File: src/hw/rtl/u8u16_pkg.sv
// Shared types and constants for the UTF-8 to UTF-16 transcoder.
// No dependencies; every other RTL file in this folder imports this package.
`default_nettype none

package u8u16_pkg;

	typedef enum logic [2:0] {
		ERR_NONE      = 3'd0,
		ERR_BAD_LEAD  = 3'd1,
		ERR_BAD_CONT  = 3'd2,
		ERR_TRUNCATED = 3'd3,
		ERR_SURROGATE = 3'd4,
		ERR_TOO_LARGE = 3'd5
	} err_t;

	// Byte class limits, compared against the raw UTF-8 byte.
	localparam logic [7:0] ASCII_MAX = 8'h7F;
	localparam logic [7:0] CONT_MAX  = 8'hBF;
	localparam logic [7:0] LEAD2_MAX = 8'hDF;
	localparam logic [7:0] LEAD3_MAX = 8'hEF;
	localparam logic [7:0] LEAD4_MAX = 8'hF7;
	localparam logic [7:0] CONT_MASK = 8'h3F;

	// Code point limits.
	localparam logic [20:0] SURR_LO  = 21'h00D800;
	localparam logic [20:0] SURR_HI  = 21'h00DFFF;
	localparam logic [20:0] CP_MAX   = 21'h10FFFF;
	localparam logic [20:0] BMP_SPAN = 21'h010000;

	// UTF-16 surrogate pair construction.
	localparam logic [15:0] HI_SURR_BASE = 16'hD800;
	localparam logic [15:0] LO_SURR_BASE = 16'hDC00;
	localparam logic [15:0] SURR_MASK    = 16'h03FF;

	typedef struct packed {
		logic [15:0] code_unit;
		err_t        error_code;
		logic        last_of_run;
		logic        text_done;
	} result_t;

	// Up to two results produced by one decoded byte.
	typedef struct packed {
		logic [1:0] count;
		result_t    r0;
		result_t    r1;
	} push_t;

endpackage

`default_nettype wire

File: src/hw/rtl/utf8_to_utf16_transcoder.sv
// UTF-8 to UTF-16 transcoder, top level: decode stage followed by the result
// buffer. Depends on u8u16_pkg, u8u16_decode and u8u16_outbuf.
`default_nettype none

// The block takes one UTF-8 byte per transaction, with end_of_text on the last
// byte of a text, and can accept a byte in every cycle when not stalled. A byte
// is registered and decoded once the buffer has room; its results are registered
// in the buffer. A code point above 0xFFFF yields a surrogate pair, and since the
// result port moves one unit per cycle unless stalled, the input holds off after
// a pair when the output is drained steadily. Errors yield a single result with
// code_unit zero; after an error, bytes give no results until end_of_text.
module utf8_to_utf16_transcoder (
	input  wire logic        clk,
	input  wire logic        arst_n,
	input  wire logic        byte_valid,
	output logic             byte_stall,
	input  wire logic [7:0]  in_byte,
	input  wire logic        end_of_text,
	output logic             result_valid,
	input  wire logic        result_stall,
	output logic [15:0]      code_unit,
	output logic [2:0]       error_code,
	output logic             last_of_run,
	output logic             text_done
);
	import u8u16_pkg::*;

	push_t   push;
	result_t head;
	logic    room;

	u8u16_decode u_decode (
		.clk         (clk),
		.arst_n      (arst_n),
		.byte_valid  (byte_valid),
		.byte_stall  (byte_stall),
		.in_byte     (in_byte),
		.end_of_text (end_of_text),
		.room        (room),
		.push        (push)
	);

	u8u16_outbuf u_outbuf (
		.clk          (clk),
		.arst_n       (arst_n),
		.push         (push),
		.room         (room),
		.result_valid (result_valid),
		.result_stall (result_stall),
		.head         (head)
	);

	assign code_unit   = head.code_unit;
	assign error_code  = head.error_code;
	assign last_of_run = head.last_of_run;
	assign text_done   = head.text_done;

endmodule

`default_nettype wire

File: src/hw/rtl/u8u16_decode.sv
// Input register and decode stage: holds the sequence state and turns each
// byte into zero, one or two results. Depends on u8u16_pkg.
`default_nettype none

module u8u16_decode (
	input  wire logic           clk,
	input  wire logic           arst_n,
	input  wire logic           byte_valid,
	output logic                byte_stall,
	input  wire logic [7:0]     in_byte,
	input  wire logic           end_of_text,
	input  wire logic           room,
	output u8u16_pkg::push_t    push
);
	import u8u16_pkg::*;

	logic        valid_s1;
	logic [7:0]  byte_s1;
	logic        eot_s1;

	logic [1:0]  pend_q,  pend_d;
	logic [20:0] accum_q, accum_d;
	logic        drop_q,  drop_d;

	logic        adv;
	logic        take;
	logic        do_emit;
	logic [20:0] cp;
	logic [20:0] accum_sh;
	logic [20:0] supp;
	err_t        err;

	assign adv        = valid_s1 & room;
	assign byte_stall = valid_s1 & ~room;
	assign take       = byte_valid & ~byte_stall;

	always_ff @(posedge clk or negedge arst_n) begin
		if (!arst_n) begin
			valid_s1 <= 1'b0;
			pend_q   <= '0;
			accum_q  <= '0;
			drop_q   <= 1'b0;
		end else begin
			valid_s1 <= take | (valid_s1 & ~adv);
			pend_q   <= pend_d;
			accum_q  <= accum_d;
			drop_q   <= drop_d;
		end
	end

	always_ff @(posedge clk) begin
		if (take) begin
			byte_s1 <= in_byte;
			eot_s1  <= end_of_text;
		end
	end

	always_comb begin
		pend_d   = pend_q;
		accum_d  = accum_q;
		drop_d   = drop_q;
		do_emit  = 1'b0;
		cp       = '0;
		err      = ERR_NONE;
		accum_sh = {accum_q[14:0], byte_s1[5:0] & CONT_MASK[5:0]};
		supp     = '0;
		push     = '0;
		if (adv) begin
			if (drop_q) begin
				if (eot_s1) begin
					pend_d  = '0;
					accum_d = '0;
					drop_d  = 1'b0;
				end
			end else if (pend_q == 2'd0) begin
				priority if (byte_s1 <= ASCII_MAX) begin
					do_emit = 1'b1;
					cp      = {13'd0, byte_s1};
				end else if (byte_s1 <= CONT_MAX) begin
					err = ERR_BAD_LEAD;
				end else if (byte_s1 <= LEAD2_MAX) begin
					accum_d = {16'd0, byte_s1[4:0]};
					pend_d  = 2'd1;
					if (eot_s1) err = ERR_TRUNCATED;
				end else if (byte_s1 <= LEAD3_MAX) begin
					accum_d = {17'd0, byte_s1[3:0]};
					pend_d  = 2'd2;
					if (eot_s1) err = ERR_TRUNCATED;
				end else if (byte_s1 <= LEAD4_MAX) begin
					accum_d = {18'd0, byte_s1[2:0]};
					pend_d  = 2'd3;
					if (eot_s1) err = ERR_TRUNCATED;
				end else begin
					err = ERR_BAD_LEAD;
				end
			end else begin
				if (byte_s1[7:6] != 2'b10) begin
					err = ERR_BAD_CONT;
				end else begin
					accum_d = accum_sh;
					pend_d  = pend_q - 2'd1;
					if (pend_q == 2'd1) begin
						do_emit = 1'b1;
						cp      = accum_sh;
						accum_d = '0;
					end else if (eot_s1) begin
						err = ERR_TRUNCATED;
					end
				end
			end

			if (do_emit) begin
				if (cp >= SURR_LO && cp <= SURR_HI) begin
					err = ERR_SURROGATE;
				end else if (cp > CP_MAX) begin
					err = ERR_TOO_LARGE;
				end
			end

			if (err != ERR_NONE) begin
				// An error on the last byte closes the text without dropping.
				pend_d                = '0;
				accum_d               = '0;
				drop_d                = ~eot_s1;
				push.count            = 2'd1;
				push.r0.code_unit     = '0;
				push.r0.error_code    = err;
				push.r0.last_of_run   = 1'b1;
				push.r0.text_done     = eot_s1;
			end else if (do_emit) begin
				if (eot_s1) begin
					pend_d  = '0;
					accum_d = '0;
					drop_d  = 1'b0;
				end
				if (cp[20:16] == 5'd0) begin
					push.count          = 2'd1;
					push.r0.code_unit   = cp[15:0];
					push.r0.error_code  = ERR_NONE;
					push.r0.last_of_run = 1'b1;
					push.r0.text_done   = eot_s1;
				end else begin
					supp                = cp - BMP_SPAN;
					push.count          = 2'd2;
					push.r0.code_unit   = HI_SURR_BASE | {6'd0, supp[19:10]};
					push.r0.error_code  = ERR_NONE;
					push.r0.last_of_run = 1'b0;
					push.r0.text_done   = 1'b0;
					push.r1.code_unit   = LO_SURR_BASE | (supp[15:0] & SURR_MASK);
					push.r1.error_code  = ERR_NONE;
					push.r1.last_of_run = 1'b1;
					push.r1.text_done   = eot_s1;
				end
			end
		end
	end

endmodule

`default_nettype wire

File: src/hw/rtl/u8u16_outbuf.sv
// Three-slot result buffer that presents one result per cycle from slot zero unless
// stalled. Takes up to two results per cycle from the decode stage. Depends on u8u16_pkg.
`default_nettype none

module u8u16_outbuf (
	input  wire logic              clk,
	input  wire logic              arst_n,
	input  wire u8u16_pkg::push_t  push,
	output logic                   room,
	output logic                   result_valid,
	input  wire logic              result_stall,
	output u8u16_pkg::result_t     head
);
	import u8u16_pkg::*;

	localparam int unsigned SLOTS = 3;

	result_t    slot_q [SLOTS];
	result_t    slot_d [SLOTS];
	logic [1:0] cnt_q, cnt_d;
	logic [1:0] cnt_pop;
	logic       pop;

	// Room is judged on the registered count so it never depends on the far stall.
	assign room         = (cnt_q <= 2'd1);
	assign result_valid = (cnt_q != 2'd0);
	assign pop          = result_valid & ~result_stall;
	assign head         = slot_q[0];
	assign cnt_pop      = cnt_q - {1'b0, pop};

	always_comb begin
		for (int i = 0; i < SLOTS; i++) begin
			if (pop && i < SLOTS - 1) begin
				slot_d[i] = slot_q[i + 1];
			end else begin
				slot_d[i] = slot_q[i];
			end
			if (push.count != 2'd0 && cnt_pop == 2'(i)) begin
				slot_d[i] = push.r0;
			end
			if (push.count == 2'd2 && cnt_pop + 2'd1 == 2'(i)) begin
				slot_d[i] = push.r1;
			end
		end
		cnt_d = cnt_pop + push.count;
	end

	always_ff @(posedge clk or negedge arst_n) begin
		if (!arst_n) begin
			cnt_q <= '0;
		end else begin
			cnt_q <= cnt_d;
		end
	end

	always_ff @(posedge clk) begin
		for (int i = 0; i < SLOTS; i++) begin
			slot_q[i] <= slot_d[i];
		end
	end

endmodule

`default_nettype wire

File: config.mk
export PLATFORM = sky130hd
export DESIGN_NAME = utf8_to_utf16_transcoder
export DESIGN_NICKNAME = d
export VERILOG_FILES = /design/src/hw/rtl/u8u16_pkg.sv /design/src/hw/rtl/utf8_to_utf16_transcoder.sv /design/src/hw/rtl/u8u16_decode.sv /design/src/hw/rtl/u8u16_outbuf.sv
export SDC_FILE = /design/constraint.sdc
export NUM_CORES = 1
export LEC_CHECK = 0
export ABC_CLOCK_PERIOD_IN_PS = 5400
export BUFFER_PORTS_ARGS = -buffer_cell sky130_fd_sc_hd__buf_2
export CAP_MARGIN = 20
export CORE_ASPECT_RATIO = 0.6
export CORE_UTILIZATION = 45
export DETAILED_ROUTE_END_ITERATION = 12
export SLEW_MARGIN = 30
export SYNTH_ARGS = -nofsm -noshare
export SYNTH_HDL_FRONTEND = slang
export SYNTH_SLANG_ARGS = --single-unit
File: constraint.sdc
create_clock -name clk -period 5.4 [get_ports clk]
set_input_delay 0.54 -clock clk [delete_from_list [all_inputs] [get_ports clk]]
set_output_delay 0.54 -clock clk [all_outputs]
set_load 0.02 [all_outputs]
==> flow_summary_export.csv, run 1 <==
group,metric,value,unit
timing,finalClockSkew,0.01034,ns
clocking,htreeDepth,3,
clocking,cts_sinks,93,
detailed_routing,totalWireLength,18.03,mm
finish,utilization,0.5052,
place,dp_cells,760,
critical_path,max_stage_delay,0.71,ns
timing,hold_viol_final,0,
place,dpl.hpwl,13.27,mm
synth,synthTopCellsByCount,"nand2_1, edfxtp_1, a21oi_1",
critical_path,cp.arrival,4.43,ns
synth,synth-simple-area-share,0.1939,
critical_path,end_kind,"register",
grt,grt.total_usage,0.2864,
synth,syn_nets,624,
timing,clock.fmax,219.0,MHz
synth,synth.mux.area_fraction,0.03341,
synth,synthTopCellsByArea,"edfxtp_1, dfrtp_1, nand2_1",
place,gp_congestion,0.9832,
synth,synth_compound_area_frac,0.2297,
clocking,numCtsBuffers,9,
pwr,ir_drop,285.4,µV
detailed_routing,vias,5073,
outcome,status,"finished clean",
detailed_routing,drc,0,
worst_hold_path,hold_class,"input pin to asynchronous set/reset pin",
synth,synth_edf_count,60,
pwr,powerDensity,504.3,nW/µm²
synth,yosysSeqAreaShare,0.4481,
grt,grt_pass1_wl,27.39,mm
finish,final_cells,776,
detailed_routing,drt_iter0_drc,758,
timing,relSlewSlack,0.3294,
clocking,tritoncts,"done",
floorplanning,die_h,89.40,µm
finish,diodes,0,
flow_run,cap_violations,0,
clocking,cts_buffer_depth,2,
synth,async_flop_share,0.2258,
synth,ys_seq_elements,93,
timing,fin_setup_tns,0,ns
detailed_routing,routed_via_density,6.537,
floorplanning,core_area,12220,µm²
detailed_routing,ant_nets,0,
synth,yosys.area.top_type,"edfxtp_1",
place,port-buffer-count,35,
finish,area_growth,7.731,%
finish,final_nets,624,
timing,post-route-period-util,0.8458,
detailed_routing,drt-pass1-iter-count,6,
grt,grt_pass1_vias,4536,
synth,synth_ff_type,"edfxtp_1",
clocking,ctsResizeCount,0,
floorplanning,initial_core_util,0.4689,
timing,period_minus_slack,4.567,ns
clocking,hold_buffers,0,
floorplanning,dieArea,13200,µm²
critical_path,timing_worst_setup_path_type,"register to register",
floorplanning,num_io_pins,36,
grt,grt.overflow.total,0,
timing,rsz0062_at_grt,"no",
critical_path,crit_fanout,17,
timing,setup_violations,0,
clocking,worstSkewPairLatency,0.36,ns
synth,synth_top_area_frac,0.3145,
synth,synth_xor_area_frac,0.009172,
critical_path,cp-start-kind,"register",
clocking,postCtsSetupBuffers,0,
place,place_area,5884,µm²
synth,syn_avg_cell_area,9.454,µm²
grt,grt_start_max_net_pins,34,
clocking,clk_root_buffer_cell,"clkbuf_16",
grt,antenna_found_initial,0,
timing,maxSlewViolCount,0,
finish,fillers,1147,
synth,yosysWarnings,0,
synth,synthCells,606,
floorplanning,rows,31,
finish,drive_gt1_frac,0.1375,
synth,yosys.cell_count.top_type,"nand2_1",
detailed_routing,wire_per_inst,23.24,µm
critical_path,required,5.26,ns
critical_path,slowest_stage,"nand3_1",
critical_path,crit_chain,"ha_1 > buf_4 > nand4bb_1 > nor2_1 > buf_4 > nand2_1 > ha_1 > nor4b_1 > nor2_1 > or4b_1 > a31o_2 > nand2b_1 > nand3_1",
clocking,path_clk_slew,0.07,ns
synth,synth.distinct_cells,71,
finish,fin_area,6172,µm²
timing,tightest_slew,1.003,ns
synth,synth_top_family_by_area,"compound AO/OA/AOI/OAI gates",
floorplanning,dieWidth,147.7,µm
pwr,p_leak,2.375,nW
synth,synth_area,5729,µm²
synth,synth_fa_ha_area_frac,0.01092,
==> cells by family after synthesis <==
family          after synthesis
simple gates                207
compound gates              195
flops                        93
buf+inv                      81
mux                          19
xor+xnor                      6
fa+ha+maj                     5
==> flip-flops by register name (all words and copies together) (netlist names) <==
register and count:
u_outbuf.slot_q 63, u_decode.accum_q 15, u_decode.byte_s1 8, u_decode.pend_q 2, u_outbuf.cnt_q 2, u_decode.drop_q 1, u_decode.eot_s1 1, u_decode.valid_s1 1
==> cells in the final DEF, fill, tap and decap left out, types with 4 or more instances in the layout <==
cell type  netlist  layout
nand2b_1         9       9
o211ai_1        10      10
mux2i_1         18      18
o22ai_1         13      13
nand4_1         10      10
buf_4           24      18
a211oi_1         9       9
a32oi_1          4       4
a31oi_1         16      16
ha_1             5       5
dfrtp_1         21      21
nor2b_1          6       6
a22o_1           4       4
a21o_1           9       9
a22oi_1         11      11
o21ai_1         11      11
nor2_1          31      31
dfxtp_1         12      12
nand3_1         20      20
nand2_1         75      75
edfxtp_1        60      60
nor3_1           5       5
and2_1           7       7
clkbuf_16        0       9
inv_1           16      16
a21oi_1         32      32
o21ai_0         29      29
xnor2_1          5       5
buf_2           15      35
nor4_1           7       7
a21boi_0        18      18
and3_1          10      10
o21a_1           4       4
==> worst paths after layout <==
kind | slack [ns] | cells past startpoint | to | startpoint
max reg2reg | 0.83 | 13 | u_outbuf.slot_q[0][7]$_DFFE_PP_ | u_decode.pend_q[0]$_DFFE_PN0P_
min | 0.15 | 1 | u_decode.accum_q[8]$_DFFE_PN0P_ | arst_n
min reg2reg | 0.46 | 2 | u_outbuf.slot_q[0][45]$_SDFFE_PP0P_ | u_outbuf.slot_q[0][45]$_SDFFE_PP0P_
max | 0.83 | 13 | u_outbuf.slot_q[0][7]$_DFFE_PP_ | u_decode.pend_q[0]$_DFFE_PN0P_
max in group asynchronous | 4.90 | 1 | u_decode.accum_q[1]$_DFFE_PN0P_ | arst_n
min in group clk | 0.36 | 1 | u_decode.byte_s1[5]$_DFFE_PP_ | in_byte[5]
==> power by group <==
| part | switching, mW | total, mW | internal, mW |
|---|---|---|---|
| clock network | 0.309 | 0.632 | 0.322 |
| logic | 0.874 | 1.29 | 0.417 |
| registers | 0.159 | 1.19 | 1.03 |
==> worst max-delay path: cells and delay by family, from the launching register on <==
kind | cells | cell delay, ns
buffers and inverters | 2 | 0.40
DFF | 1 | 0.44
AOI/OAI and AO/OA | 1 | 0.22
and+or+nand+nor | 8 | 2.52
adders and majority gates | 2 | 0.50
==> metal layers <==
metal	vias to the layer above	track usage	routed length, µm	part of all wire
met3	25	0.09133	2250	0.12
met5	-	0.04286	77	0.0043
met2	319	0.3752	6854	0.38
met1	2468	0.4370	8608	0.48
met4	2	0.07310	242	0.013
li1	2259	-	-	-
==> area by class of cell <==
class	instances	area (µm²)	share of cell area
clock buffer	9	225.2	0.03649
clock inverter	7	62.56	0.01014
sequential	93	2567	0.4160
timing repair buffer	53	310.3	0.05027
multi-input combinational	432	2736	0.4433
inverter	17	63.81	0.01034
tap	165	206.4	0.03345
==> per-stage QoR <==
stage          power [mW]  setup slack [ns]  hold slack, ns
2_1_floorplan       2.093             1.369          0.2444
3_3_place_gp        2.434             1.130          0.4501
3_5_place_dp        2.450            0.9280          0.4572
4_1_cts             3.088            0.8870          0.1717
5_1_grt             3.270            0.4359          0.1920
6_report            3.112            0.8328          0.1513
(Power assumes the default switching activity.)
==> run 2, diff against run 1 <==
Settings changed: ABC_CLOCK_PERIOD_IN_PS 5400 to 4600.
Clock period 5.4 ns to 4.6 ns, I/O delays scaled along.
==> run 2 against run 1 <==
Critical endpoint is now u_outbuf.slot_q[0][57]$_DFFE_PP_; routed wire length decreased by 2.3%; first-iteration DRC count decreased by 31%; via count decreased by 1.2%.
==> flow_summary_export.csv, run 2 (same netlist as run 1, synthesis figures left out) <==
group,metric,value,unit
outcome,status,"finished clean",
grt,grt_pass1_wl,26.99,mm
pwr,powerDensity,579.5,nW/µm²
clocking,numCtsBuffers,9,
finish,largest_reg_flops,63,
floorplanning,initial_core_util,0.4689,
timing,period_minus_slack,4.236,ns
detailed_routing,wire_per_inst,22.56,µm
critical_path,timing_worst_setup_path_type,"register to register",
grt,antenna_found_initial,0,
floorplanning,die_h,89.40,µm
worst_hold_path,hold_class,"input pin to asynchronous set/reset pin",
clocking,hold_buffers,0,
critical_path,crit_start,"u_decode.pend_q[1]$_DFFE_PN0P_",
place,gp_congestion,0.9964,
pwr,p_int,2.072,mW
place,port-buffer-count,35,
pwr,switchingPower,1.527,mW
critical_path,cp.arrival,4.41,ns
grt,grt_pass1_vias,4518,
finish,fillers,1161,
grt,grt_start_max_net_pins,40,
finish,drive_gt1_frac,0.1477,
finish,final_cell_mix,"nand2_1, edfxtp_1, buf_2",
pwr,combPwrFrac,0.429,
timing,setup_violations,0,
detailed_routing,ant_nets,0,
clocking,tritoncts,"done",
timing,fin_setup_tns,0,ns
pwr,ir_drop,407.8,µV
critical_path,cp-start-kind,"register",
critical_path,required,4.78,ns
detailed_routing,totalWireLength,17.62,mm
timing,clock.fmax,236.1,MHz
floorplanning,dieWidth,147.7,µm
finish,regMostFlops,"u_outbuf.slot_q",
clocking,clk_root_buffer_cell,"clkbuf_16",
finish,fin_area,6211,µm²
grt,grt.overflow.total,0,
finish,utilization,0.5083,
clocking,worstSkewPairLatency,0.35,ns
finish,diodes,0,
timing,tightest_slew,0.9407,ns
finish,mostFrequentLayoutCell,"nand2_1",
detailed_routing,drc,0,
pwr,seq_power_share,0.380,
floorplanning,core_area,12220,µm²
critical_path,r2r-start,"u_decode.pend_q[1]$_DFFE_PN0P_",
floorplanning,dieArea,13200,µm²
timing,rsz0062_at_grt,"no",
finish,top_regs,"u_outbuf.slot_q x63, u_decode.accum_q x15, u_decode.byte_s1 x8",
clocking,htreeDepth,3,
finish,final_nets,630,
place,dpl.hpwl,12.70,mm
detailed_routing,routed_via_density,6.417,
detailed_routing,drt_iter0_drc,524,
timing,hold_viol_final,0,
critical_path,crit_fanout,20,
finish,area_growth,8.408,%
floorplanning,num_io_pins,36,
clocking,cts_buffer_depth,2,
timing,finalClockSkew,0.007108,ns
pwr,pwr-share-clk,0.191,
timing,maxSlewViolCount,0,
detailed_routing,vias,5012,
critical_path,end_kind,"register",
pwr,p_leak,2.387,nW
clocking,ctsResizeCount,0,
floorplanning,rows,31,
clocking,postCtsSetupBuffers,0,
place,place_area,5928,µm²
critical_path,r2r_slack,0.36,ns
critical_path,worst-r2r-cell-count,13,
timing,post-route-period-util,0.9209,
critical_path,r2r_end,"u_outbuf.slot_q[0][57]$_DFFE_PP_",
clocking,path_clk_slew,0.07,ns
clocking,cts_sinks,93,
grt,grt.total_usage,0.2768,
flow_run,cap_violations,0,
timing,relSlewSlack,0.3699,
pwr,switching_share,0.4243,
detailed_routing,drt-pass1-iter-count,5,
==> run 2: per-layer routing <==
metal / vias up / track usage / wire length [µm]
met5: - / 0 / 0
met4: 0 / 0.05904 / 147
met3: 15 / 0.05561 / 1884
met2: 273 / 0.3756 / 6886
met1: 2456 / 0.4406 / 8703
li1: 2268 / - / -
==> run 2: stage by stage <==
stage	power (mW)	hold slack, ns	instances	worst slack [ns]
after global placement	2.867	0.4501	766	0.4272
after detailed placement	2.883	0.4511	766	0.1568
final	3.599	0.07727	781	0.3639
after global routing	3.786	0.1069	781	0.1624
after floorplan	2.457	0.1644	606	0.5694
after CTS	3.581	0.08586	781	0.1339
==> run 2: critical path, cell delays in order, from the launching register on <==
cell and delay [ns]:
dfrtp_1 0.41, inv_1 0.09, ha_2 0.33, nand4bb_1 0.28
nor2_1 0.33, nand2_1 0.15, ha_1 0.27, nor4b_1 0.18
nor2_1 0.10, or4b_1 0.61, nand3_2 0.17, buf_4 0.29
nand4_1 0.53, o21ai_1 0.32
==> run 2: worst max path at each step <==
stage,endpoint,slack (ns),depth (start not counted)
floorplan,u_outbuf.slot_q[0][21]$_DFFE_PP_,0.57,15
global placement,u_outbuf.slot_q[0][31]$_DFFE_PP_,0.43,12
detailed placement,u_outbuf.slot_q[0][31]$_DFFE_PP_,0.16,12
CTS,u_outbuf.slot_q[0][28]$_DFFE_PP_,0.13,12
global route,u_outbuf.cnt_q[1]$_DFF_PN0_,0.16,15
finish,u_outbuf.slot_q[0][57]$_DFFE_PP_,0.36,13
==> run 2: power by group through the flow <==
stage / clock network (mW) / registers [mW] / logic [mW]
3_5_place_dp: 0 / 1.38 / 1.51
2_1_floorplan: 0 / 1.31 / 1.15
3_3_place_gp: 0 / 1.38 / 1.49
6_report: 0.688 / 1.37 / 1.54
4_1_cts: 0.702 / 1.36 / 1.52
5_1_grt: 0.732 / 1.39 / 1.66
==> run 2: final cells by class <==
| class | count | area (µm²) | area share |
|---|---|---|---|
| multi-input combinational | 432 | 2753 | 0.4432 |
| tap | 165 | 206.4 | 0.03324 |
| sequential | 93 | 2567 | 0.4134 |
| inverter | 17 | 63.81 | 0.01027 |
| clock inverter | 6 | 40.04 | 0.006446 |
| timing repair buffer | 59 | 355.3 | 0.05721 |
| clock buffer | 9 | 225.2 | 0.03626 |
